<file path="src/rfp_pkg.sv">
package rfp_pkg;

    // frame layout: start byte at position 0, end byte at position 13
    localparam logic [3:0] LAST_POS  = 4'd13;
    localparam logic [3:0] CHECK_POS = 4'd11;
    localparam logic [3:0] TAG_POS   = 4'd3;

    // reset values of the configuration registers
    localparam logic [31:0] TIMEOUT_RESET = 32'd1000;
    localparam logic [7:0]  START_RESET   = 8'h02;
    localparam logic [7:0]  END_RESET     = 8'h03;

    localparam int CFG_DATA_W  = 32;
    localparam int CFG_INDEX_W = 2;

    // configuration register indexes
    typedef enum logic [CFG_INDEX_W-1:0] {
        CFG_TIMEOUT = 2'd0,
        CFG_START   = 2'd1,
        CFG_END     = 2'd2
    } cfg_index_t;

    // item kinds
    typedef enum logic {
        OP_BYTE = 1'b0,
        OP_POLL = 1'b1
    } op_t;

    // poll event codes
    typedef enum logic [1:0] {
        EV_NONE    = 2'd0,
        EV_NEW     = 2'd1,
        EV_REMOVED = 2'd2
    } event_t;

    // per-item outcome of the frame parser
    typedef struct packed {
        logic        done;
        logic        ok;
        logic [31:0] tag;
    } frame_res_t;

    // ascii hex digit decode: bit 4 set when the byte is not a hex digit
    function automatic logic [4:0] hex_value(input logic [7:0] c);
        logic [7:0] d;
        begin
            d = 8'd0;
            if (c >= 8'h30 && c <= 8'h39)
            begin
                d = c - 8'h30;
                hex_value = {1'b0, d[3:0]};
            end
            else if (c >= 8'h41 && c <= 8'h46)
            begin
                d = c - 8'h37;
                hex_value = {1'b0, d[3:0]};
            end
            else if (c >= 8'h61 && c <= 8'h66)
            begin
                d = c - 8'h57;
                hex_value = {1'b0, d[3:0]};
            end
            else
            begin
                hex_value = 5'h10;
            end
        end
    endfunction

endpackage

</file>
<file path="src/rfp_frame.sv">
module rfp_frame
    import rfp_pkg::*;
(
    input  logic       clk,
    input  logic       rst_n,
    input  logic       fire,
    input  logic       op,
    input  logic [7:0] rx_byte,
    input  logic [7:0] start_byte,
    input  logic [7:0] end_byte,
    output frame_res_t res
);

    logic [3:0]  byte_count_reg, byte_count_next;
    logic [7:0]  version_acc_reg, version_acc_next;
    logic [31:0] tag_acc_reg, tag_acc_next;
    logic [7:0]  check_acc_reg, check_acc_next;
    logic        digit_error_reg, digit_error_next;

    logic [4:0]  hv;
    logic [3:0]  nib;
    logic [7:0]  xsum;

    assign hv   = hex_value(rx_byte);
    assign nib  = hv[4] ? 4'd0 : hv[3:0];
    assign xsum = version_acc_reg ^ check_acc_reg ^ tag_acc_reg[7:0] ^ tag_acc_reg[15:8]
                ^ tag_acc_reg[23:16] ^ tag_acc_reg[31:24];

    // frame assembly for one byte
    always_comb
    begin
        byte_count_next  = byte_count_reg;
        version_acc_next = version_acc_reg;
        tag_acc_next     = tag_acc_reg;
        check_acc_next   = check_acc_reg;
        digit_error_next = digit_error_reg;
        res.done = 1'b0;
        res.ok   = 1'b0;
        res.tag  = 32'd0;
        if (op == OP_BYTE)
        begin
            if (rx_byte == start_byte)
            begin
                version_acc_next = 8'd0;
                tag_acc_next     = 32'd0;
                check_acc_next   = 8'd0;
                digit_error_next = 1'b0;
                byte_count_next  = 4'd1;
            end
            else if (byte_count_reg == 4'd0)
            begin
                // hunting, byte ignored
            end
            else if (byte_count_reg == LAST_POS)
            begin
                byte_count_next = 4'd0;
                if (rx_byte == end_byte)
                begin
                    res.done = 1'b1;
                    res.ok   = !digit_error_reg && (xsum == 8'd0);
                    res.tag  = res.ok ? tag_acc_reg : 32'd0;
                end
            end
            else if (rx_byte == end_byte)
            begin
                byte_count_next = 4'd0;
            end
            else
            begin
                if (hv[4])
                    digit_error_next = 1'b1;
                if (byte_count_reg < TAG_POS)
                    version_acc_next = {version_acc_reg[3:0], nib};
                else if (byte_count_reg < CHECK_POS)
                    tag_acc_next = {tag_acc_reg[27:0], nib};
                else
                    check_acc_next = {check_acc_reg[3:0], nib};
                byte_count_next = byte_count_reg + 4'd1;
            end
        end
    end

    // parser state
    always_ff @(posedge clk or negedge rst_n)
    begin
        if (!rst_n)
        begin
            byte_count_reg  <= 4'd0;
            version_acc_reg <= 8'd0;
            tag_acc_reg     <= 32'd0;
            check_acc_reg   <= 8'd0;
            digit_error_reg <= 1'b0;
        end
        else if (fire)
        begin
            byte_count_reg  <= byte_count_next;
            version_acc_reg <= version_acc_next;
            tag_acc_reg     <= tag_acc_next;
            check_acc_reg   <= check_acc_next;
            digit_error_reg <= digit_error_next;
        end
    end

endmodule

</file>
<file path="src/rfid_frame_parser_with_presence_unit.sv">
// Reader frame parser with tag presence tracking.
// Input channel (in_valid / in_stall): op 0 carries one received serial byte in
// rx_byte, op 1 is a periodic poll carrying the current time in now_ms.
// Output channel (out_valid / out_stall): exactly one result per input item, in
// order. Byte items report frame_done / frame_ok when they close a frame; polls
// report a new tag or a tag removal in event_res / event_tag. held_tag_out is
// the tag held after the item, 0 when none.
// Configuration (cfg_we / cfg_index / cfg_data): 0 timeout in ms, 1 start byte,
// 2 end byte; write only while no items are in flight.
// Each item passes through the input register, then the parse and presence
// logic into the result register, where out_valid presents it.
// Throughput is one item per cycle while the receiver does not stall, set by
// the state update that parser and presence state make for each item.
// Reset clears the parser, the presence state and both pipeline registers, and
// loads the configuration defaults (1000 ms, start 0x02, end 0x03).
// When the receiver stalls, the result register holds its payload, the input
// register keeps one more item, and in_stall rises only when both are full.
module rfid_frame_parser_with_presence_unit
    import rfp_pkg::*;
(
    input  logic                   clk,
    input  logic                   rst_n,
    input  logic                   in_valid,
    output logic                   in_stall,
    input  logic                   op,
    input  logic [7:0]             rx_byte,
    input  logic [31:0]            now_ms,
    output logic                   out_valid,
    input  logic                   out_stall,
    output logic                   frame_done,
    output logic                   frame_ok,
    output logic [1:0]             event_res,
    output logic [31:0]            event_tag,
    output logic [31:0]            held_tag_out,
    input  logic                   cfg_we,
    input  logic [CFG_INDEX_W-1:0] cfg_index,
    input  logic [CFG_DATA_W-1:0]  cfg_data
);

    logic [31:0] timeout_reg;
    logic [7:0]  start_reg;
    logic [7:0]  end_reg;

    logic        s1_valid_reg;
    logic        s1_op_reg;
    logic [7:0]  s1_byte_reg;
    logic [31:0] s1_now_reg;

    logic        out_valid_reg;
    logic        done_reg;
    logic        ok_reg;
    logic [1:0]  event_reg;
    logic [31:0] event_tag_reg;
    logic [31:0] held_out_reg;

    logic [31:0] pending_tag_reg, pending_tag_next;
    logic [31:0] held_tag_reg, held_tag_next;
    logic [31:0] announced_reg, announced_next;
    logic [31:0] last_seen_reg, last_seen_next;
    logic [1:0]  event_next;
    logic [31:0] event_tag_next;
    logic [31:0] elapsed;

    logic        out_free;
    logic        fire;
    frame_res_t  fres;

    // pipeline flow control
    assign out_free = !out_valid_reg || !out_stall;
    assign fire     = s1_valid_reg && out_free;
    assign in_stall = s1_valid_reg && !out_free;

    // configuration registers
    always_ff @(posedge clk or negedge rst_n)
    begin
        if (!rst_n)
        begin
            timeout_reg <= TIMEOUT_RESET;
            start_reg   <= START_RESET;
            end_reg     <= END_RESET;
        end
        else if (cfg_we)
        begin
            case (cfg_index_t'(cfg_index))
                CFG_TIMEOUT: timeout_reg <= cfg_data;
                CFG_START:   start_reg   <= cfg_data[7:0];
                CFG_END:     end_reg     <= cfg_data[7:0];
                default:     ;
            endcase
        end
    end

    // input register
    always_ff @(posedge clk or negedge rst_n)
    begin
        if (!rst_n)
        begin
            s1_valid_reg <= 1'b0;
            s1_op_reg    <= 1'b0;
            s1_byte_reg  <= 8'd0;
            s1_now_reg   <= 32'd0;
        end
        else if (!in_stall)
        begin
            s1_valid_reg <= in_valid;
            if (in_valid)
            begin
                s1_op_reg   <= op;
                s1_byte_reg <= rx_byte;
                s1_now_reg  <= now_ms;
            end
        end
    end

    rfp_frame u_frame (
        .clk        (clk),
        .rst_n      (rst_n),
        .fire       (fire),
        .op         (s1_op_reg),
        .rx_byte    (s1_byte_reg),
        .start_byte (start_reg),
        .end_byte   (end_reg),
        .res        (fres)
    );

    assign elapsed = s1_now_reg - last_seen_reg;

    // presence tracking
    always_comb
    begin
        pending_tag_next = pending_tag_reg;
        held_tag_next    = held_tag_reg;
        announced_next   = announced_reg;
        last_seen_next   = last_seen_reg;
        event_next       = EV_NONE;
        event_tag_next   = 32'd0;
        if (s1_op_reg == OP_BYTE)
        begin
            if (fres.done)
                pending_tag_next = fres.tag;
        end
        else
        begin
            pending_tag_next = 32'd0;
            if (pending_tag_reg != 32'd0)
            begin
                held_tag_next  = pending_tag_reg;
                last_seen_next = s1_now_reg;
                if (announced_reg != pending_tag_reg)
                begin
                    announced_next = pending_tag_reg;
                    event_next     = EV_NEW;
                    event_tag_next = pending_tag_reg;
                end
            end
            else if (held_tag_reg != 32'd0 && elapsed >= timeout_reg)
            begin
                held_tag_next  = 32'd0;
                announced_next = 32'd0;
                event_next     = EV_REMOVED;
            end
        end
    end

    // presence state
    always_ff @(posedge clk or negedge rst_n)
    begin
        if (!rst_n)
        begin
            pending_tag_reg <= 32'd0;
            held_tag_reg    <= 32'd0;
            announced_reg   <= 32'd0;
            last_seen_reg   <= 32'd0;
        end
        else if (fire)
        begin
            pending_tag_reg <= pending_tag_next;
            held_tag_reg    <= held_tag_next;
            announced_reg   <= announced_next;
            last_seen_reg   <= last_seen_next;
        end
    end

    // result register
    always_ff @(posedge clk or negedge rst_n)
    begin
        if (!rst_n)
        begin
            out_valid_reg <= 1'b0;
            done_reg      <= 1'b0;
            ok_reg        <= 1'b0;
            event_reg     <= EV_NONE;
            event_tag_reg <= 32'd0;
            held_out_reg  <= 32'd0;
        end
        else if (out_free)
        begin
            out_valid_reg <= s1_valid_reg;
            if (s1_valid_reg)
            begin
                done_reg      <= fres.done;
                ok_reg        <= fres.ok;
                event_reg     <= event_next;
                event_tag_reg <= event_tag_next;
                held_out_reg  <= held_tag_next;
            end
        end
    end

    assign out_valid    = out_valid_reg;
    assign frame_done   = done_reg;
    assign frame_ok     = ok_reg;
    assign event_res    = event_reg;
    assign event_tag    = event_tag_reg;
    assign held_tag_out = held_out_reg;

endmodule
</file>
<file path="config.mk">
export PLATFORM = sky130hd
export DESIGN_NAME = rfid_frame_parser_with_presence_unit
export DESIGN_NICKNAME = d
export VERILOG_FILES = /design/src/rfp_pkg.sv /design/src/rfp_frame.sv /design/src/rfid_frame_parser_with_presence_unit.sv
export SDC_FILE = /design/constraint.sdc
export NUM_CORES = 1
export LEC_CHECK = 0
export ABC_AREA = 1
export BUFFER_PORTS_ARGS = -buffer_cell sky130_fd_sc_hd__buf_2
export CAP_MARGIN = 20
export CORE_UTILIZATION = 60
export CTS_BUF_LIST = sky130_fd_sc_hd__clkbuf_16
export DETAILED_ROUTE_END_ITERATION = 10
export PLACE_DENSITY = 0.89
export SETUP_SLACK_MARGIN = 0.02
export SYNTH_ARGS = -nofsm -noshare
export SYNTH_HDL_FRONTEND = slang
export SYNTH_SLANG_ARGS = --single-unit
</file>
<file path="constraint.sdc">
create_clock -name clk -period 8.2 [get_ports clk]
set_input_delay 0.82 -clock clk [delete_from_list [all_inputs] [get_ports clk]]
set_output_delay 0.82 -clock clk [all_outputs]
set_load 0.01 [all_outputs]
</file>
* Word level (Yosys, flattened, before mapping)
Cells that the tools add are included.
Storage, ports and cells: bits in registers 340, latch bits 0, bits in writable memories 0, memory bits (read-only) 0, word-level logic and storage cells 141, memories kept 0
Cells by class: add/sub/neg operators 5, multiply operators 0, divide/modulo/power cells 0, magnitude comparators 9, equality and inequality tests 12, shift operators 0, mux-type cells 51, bitwise gates (word level) 7, reduce and logical (&&, ||, !) cells 35
Operator list (count):
- 2-to-1 mux 32 bit | 18
- 2-to-1 mux 34 bit | 5
- 2-to-1 mux 8 bit | 11
- nonzero test 32 bit | 2
- bitwise XOR 8 bit | 5
- >= comparator 32 bit | 1
- inequality test 32 bit | 1
- subtractor 32 bit | 1
- 2-to-1 mux 4 bit | 5
- == test 8 bit | 2
- >= comparator 8 x 7 -> 1 bit, second input constant | 2
- less-or-equal comparator 8 x 7 -> 1 bit, second input constant | 2
- 2-to-1 mux 5 bit | 3
- AND reduction 7 bit | 2
- inequality test 2 x 1 -> 1 bit, second input constant | 6
- AND reduction 2 bit | 6
- AND reduction 6 bit | 2
- nonzero test 2 bit | 5
- >= comparator 8 x 6 -> 1 bit, second input constant | 1
- less-or-equal comparator 8 x 6 -> 1 bit, second input constant | 1
- zero test 8 bit | 1
- subtractor 4 x 3 -> 4 bit, second input constant | 2
- logical AND 1 bit | 7
- 2-to-1 mux 1 bit | 6
- 15 further kinds | 22

* Depth between registers and ports, before layout
word-level depth 15, mapped depth 26, depth with buffers taken out 25

* By module
From an unflattened synthesis, not the netlist that was laid out.
Unflattened totals: cells, all modules 2026, area total of the unflattened synthesis 16747.3 um^2
By module, submodules not included:
- rfid_frame_parser_with_presence_unit | times used 1, cells an instance 1481, area each 12809.8 um^2, sequential area each 6392.4 um^2
- rfp_frame | times used 1, cells an instance 545, area each 3937.5 um^2, sequential area each 1326.3 um^2

* Least setup slack after synthesis
Ideal clock, no wire load.
path kind register -> register, start register s1_now_reg[0], end register announced_reg[22], setup time 66 ps, arrival time 3183 ps, setup slack 4950 ps, stages on the path, launching flop included 23, period minus slack after synthesis 3250 ps, path through dfrtp_1 inv_1 ha_1 inv_1 fa_1 nand3_1 nand2_1 a21oi_1 o21ai_0 nand3_1 nand2_1 xor2_1 ha_1 nand2_1 nor2_1 nor3b_1 nand2_1 nor2_1 nand2_1 nand3_1 clkbuf_1 nand3_1 nand2_1
On the way: longest elaborated chain between the ends 5
Ends and longest elaborated chain:
- from (decl) | line rfid_frame_parser_with_presence_unit.sv:47 | logic [31:0] s1_now_reg;
- from (signal assigned) | line rfid_frame_parser_with_presence_unit.sv:110 | s1_now_reg <= now_ms;
- subtractor 32 bit | line rfid_frame_parser_with_presence_unit.sv:126 | assign elapsed = s1_now_reg - last_seen_reg;
- >= comparator 32 bit | line rfid_frame_parser_with_presence_unit.sv:156 | else if (held_tag_reg != 32'd0 && elapsed >= timeout_reg)
- logical AND 1 bit | line rfid_frame_parser_with_presence_unit.sv:156
- nonzero test 2 bit (no source line)
- AND reduction 4 bit (no source line)
- to (signal assigned) | line rfid_frame_parser_with_presence_unit.sv:179 | announced_reg <= announced_next;
- to (decl) | line rfid_frame_parser_with_presence_unit.sv:58 | logic [31:0] announced_reg, announced_next;
No other way between the ends. A chain may end at the register's enable or synchronous reset.

* Worst setup path in the final report
start register s1_now_reg[2], end register held_tag_reg[19]
On the way: longest elaborated chain between the ends 6
Ends and longest elaborated chain:
- subtractor 32 bit | line rfid_frame_parser_with_presence_unit.sv:126
- >= comparator 32 bit | line rfid_frame_parser_with_presence_unit.sv:156
- logical AND 1 bit | line rfid_frame_parser_with_presence_unit.sv:156
- 2-to-1 mux 32 bit | line rfid_frame_parser_with_presence_unit.sv:156
- 2-to-1 mux 32 bit | line rfid_frame_parser_with_presence_unit.sv:145 | if (pending_tag_reg != 32'd0)
- 2-to-1 mux 32 bit | line rfid_frame_parser_with_presence_unit.sv:137 | if (s1_op_reg == OP_BYTE)
- to (signal assigned) | line rfid_frame_parser_with_presence_unit.sv:178 | held_tag_reg <= held_tag_next;
- to (decl) | line rfid_frame_parser_with_presence_unit.sv:57 | logic [31:0] held_tag_reg, held_tag_next;
No other way between the ends.

==> impl_metrics.ini <==
[outcome]
status = complete, no violations

[placement]
port_buffers = 149
placed_area_sq_um = 17400
dp.cells = 2542
dp_slack_ns = 3.53
dp_hpwl_um = 29500
place_congestion = 0.933

[setup_path]
critical_path_class = reg -> reg
critPathArrivalTime_ns = 5.20
r2r_cells = 21
crit_path_frequent_cell = nand2_1
r2r_start = s1_now_reg[2]
cp_slowest_cell = nand2_1
endpoint_kind = flop
cp_slowest_stage_delay_ns = 0.70
critical_path.max_fanout = 33
critPathRequiredTime_ns = 8.60
start_kind = flop
worst-path-buf-inv = 2
regToRegEndpoint = held_tag_reg[19]
cp_top_family = simple AND/OR/NAND/NOR gates
r2r_slack_ns = 3.40
crit_chain = ha_1, nand3_1, nand2_1, a21boi_0, o21ai_0, nand3_1, nand2_1, xor2_1, inv_1, ha_1, a21oi_1, nor2_1, nor3b_1, nand2_1, nor2_1, nand2_1, nand2_1, buf_4, nand2_1, nand2_1, nand2_1

[synthesis]
synth_flop_cell = dfrtp_1
muxShareOfSynthArea_pct = 0.272
synth_top_family_by_area = simple AND/OR/NAND/NOR gates
synth_fa_ha_area_share_pct = 5.33
syn-num-nets = 2261
synth-simple-area-share_pct = 27.3
synth_cells = 2111
synth_warnings = 0
synth-edff-count = 0
synth-xor-area-share_pct = 3.07
synth_cell_types = 44
async_reset_ff_share_pct = 100
synth_compound_area_share_pct = 9.50
seq_area_frac_synth_pct = 46.6
yosys_register_bits = 308
avgSynthCellArea_sq_um = 7.85
synth_area_sq_um = 16600

[clock_network]
ctsResizeCount = 0
clockBufferDepth = 3
cts_buffers = 34
clock_latency_ns = 0.52
root_buffer = clkbuf_16
htreeDepth = 2
post_cts_buffers = 0
cts_tree = built
cts_sinks = 308
cts_hold_buffers = 0
clkTransAtPathRegs_ns = 0.06

[global_routing]
overflow = 0
grt_first_pass_wirelength_um = 69600
grtUsageTotal_pct = 30.4
antenna_found_initial = 0
grt_pass1_vias = 14200
grt_start_max_net_pins = 91

[final_layout]
final_nets = 2388
final_cell_area_sq_um = 18600
layout_commonest_cell = nand2_1
seq_area_sq_um = 7720
mostFrequentLayoutCells = nand2_1, dfrtp_1, inv_1
multi_input_area_sq_um = 7550
layout-drive-gt1-share_pct = 12.9
final_cell_count_no_fill = 2605
fin_util_pct = 68.7
diodes = 0
n_fill_cell = 2111
synthToLayoutAreaGrowth_pct = 12.0

[detailed_routing]
final_antenna_net_count = 0
drtPass1Iterations = 6
via_count = 14500
drc = 0
drt-initial-drc-count = 1493
drt-total-wl_um = 41800
vias_per_cell = 5.58
wl_per_cell_um = 16.0

[floorplan]
fp.dieW_um = 168
die_h_um = 168
dieArea_sq_um = 28300
pin_count = 150
core_region_area_sq_um = 27000
rows = 60
start_util_pct = 61.3

[power]
power.total_mw = 3.98
power.density_nw_per_um2 = 215
peakVddDrop_mv = 0.178
p_leak_nw = 10.3

[timing]
timing.final.crit_period_ns = 4.80
tightest_slew_ns = 1.04
fin_ws_ns = 3.40
max_freq_mhz = 208
rsz0062_at_grt = no
drv_slew = 0
holdWs_ns = 0.295
slew_headroom_pct = 30.8
finalSetupViolations = 0
clock_skew_ns = 0.0247
tns_ns = 0
finalHoldViolCount = 0
period_share_pct = 58.5

[hold_path]
min-delay-path-class = in -> async

[run]
timing.max_cap.violations = 0
==> layout make-up <==
class | count | share of cell area (%)
Tap cell | 341 | 2.30
Timing Repair Buffer | 161 | 4.60
Inverter | 242 | 4.89
Clock inverter | 28 | 1.36
Multi-Input combinational cell | 1491 | 40.7
Clock buffer | 34 | 4.58
Sequential cell | 308 | 41.6
==> synthesized netlist by cell type, types with 14 or more instances <==
cell | instances | area, sq um
nor2_1 | 190 | 713
inv_1 | 235 | 882
a21oi_1 | 117 | 586
o21ai_2 | 33 | 289
xor2_1 | 32 | 280
nand2_1 | 652 | 2450
nand4_1 | 21 | 131
clkbuf_1 | 30 | 113
buf_2 | 20 | 100
o21ai_0 | 88 | 440
buf_6 | 15 | 169
dfrtp_1 | 299 | 7480
xnor2_1 | 26 | 228
nor4_1 | 14 | 87.6
ha_1 | 69 | 863
nand3_1 | 160 | 801
==> how the worst max path moves through the flow <==
stage | startpoint | to | slack [ns] | depth (start not counted)
6_report | s1_now_reg[2] | held_tag_reg[19] | 3.40 | 21
3_3_place_gp | s1_now_reg[2] | held_tag_reg[7] | 3.71 | 21
4_1_cts | s1_now_reg[2] | held_tag_reg[19] | 3.47 | 21
5_1_grt | s1_now_reg[2] | held_tag_reg[19] | 2.95 | 21
3_5_place_dp | s1_now_reg[2] | held_tag_reg[19] | 3.53 | 21
2_1_floorplan | s1_now_reg[0] | announced_reg[22] | 4.95 | 22
==> per-layer routing <==
metal / track usage [%] / share of wire, %
met5: 0 / 0
met1: 41.8 / 43
met4: 8.93 / 2.3
met2: 50.5 / 47
met3: 4.28 / 7.4
==> where the power goes <==
| group | internal [mW] | leakage, nW | total, mW | switching (mW) |
|---|---|---|---|---|
| combinational | 0.253 | 5.81 | 0.744 | 0.491 |
| clock | 0.889 | 0.569 | 1.52 | 0.628 |
| sequential | 1.63 | 3.88 | 1.72 | 0.0926 |
| total | 2.77 | 10.3 | 3.98 | 1.21 |
==> kinds of logic after synthesis <==
| family | count (synthesis) |
|---|---|
| AO/OA/AOI/OAI | 275 |
| buffers and inverters | 312 |
| adder cells (fa/ha/maj) | 70 |
| flip-flops | 308 |
| AND/OR/NAND/NOR | 1084 |
| XOR/XNOR | 58 |
| multiplexers | 4 |
Power figures use the tool's default switching activity.
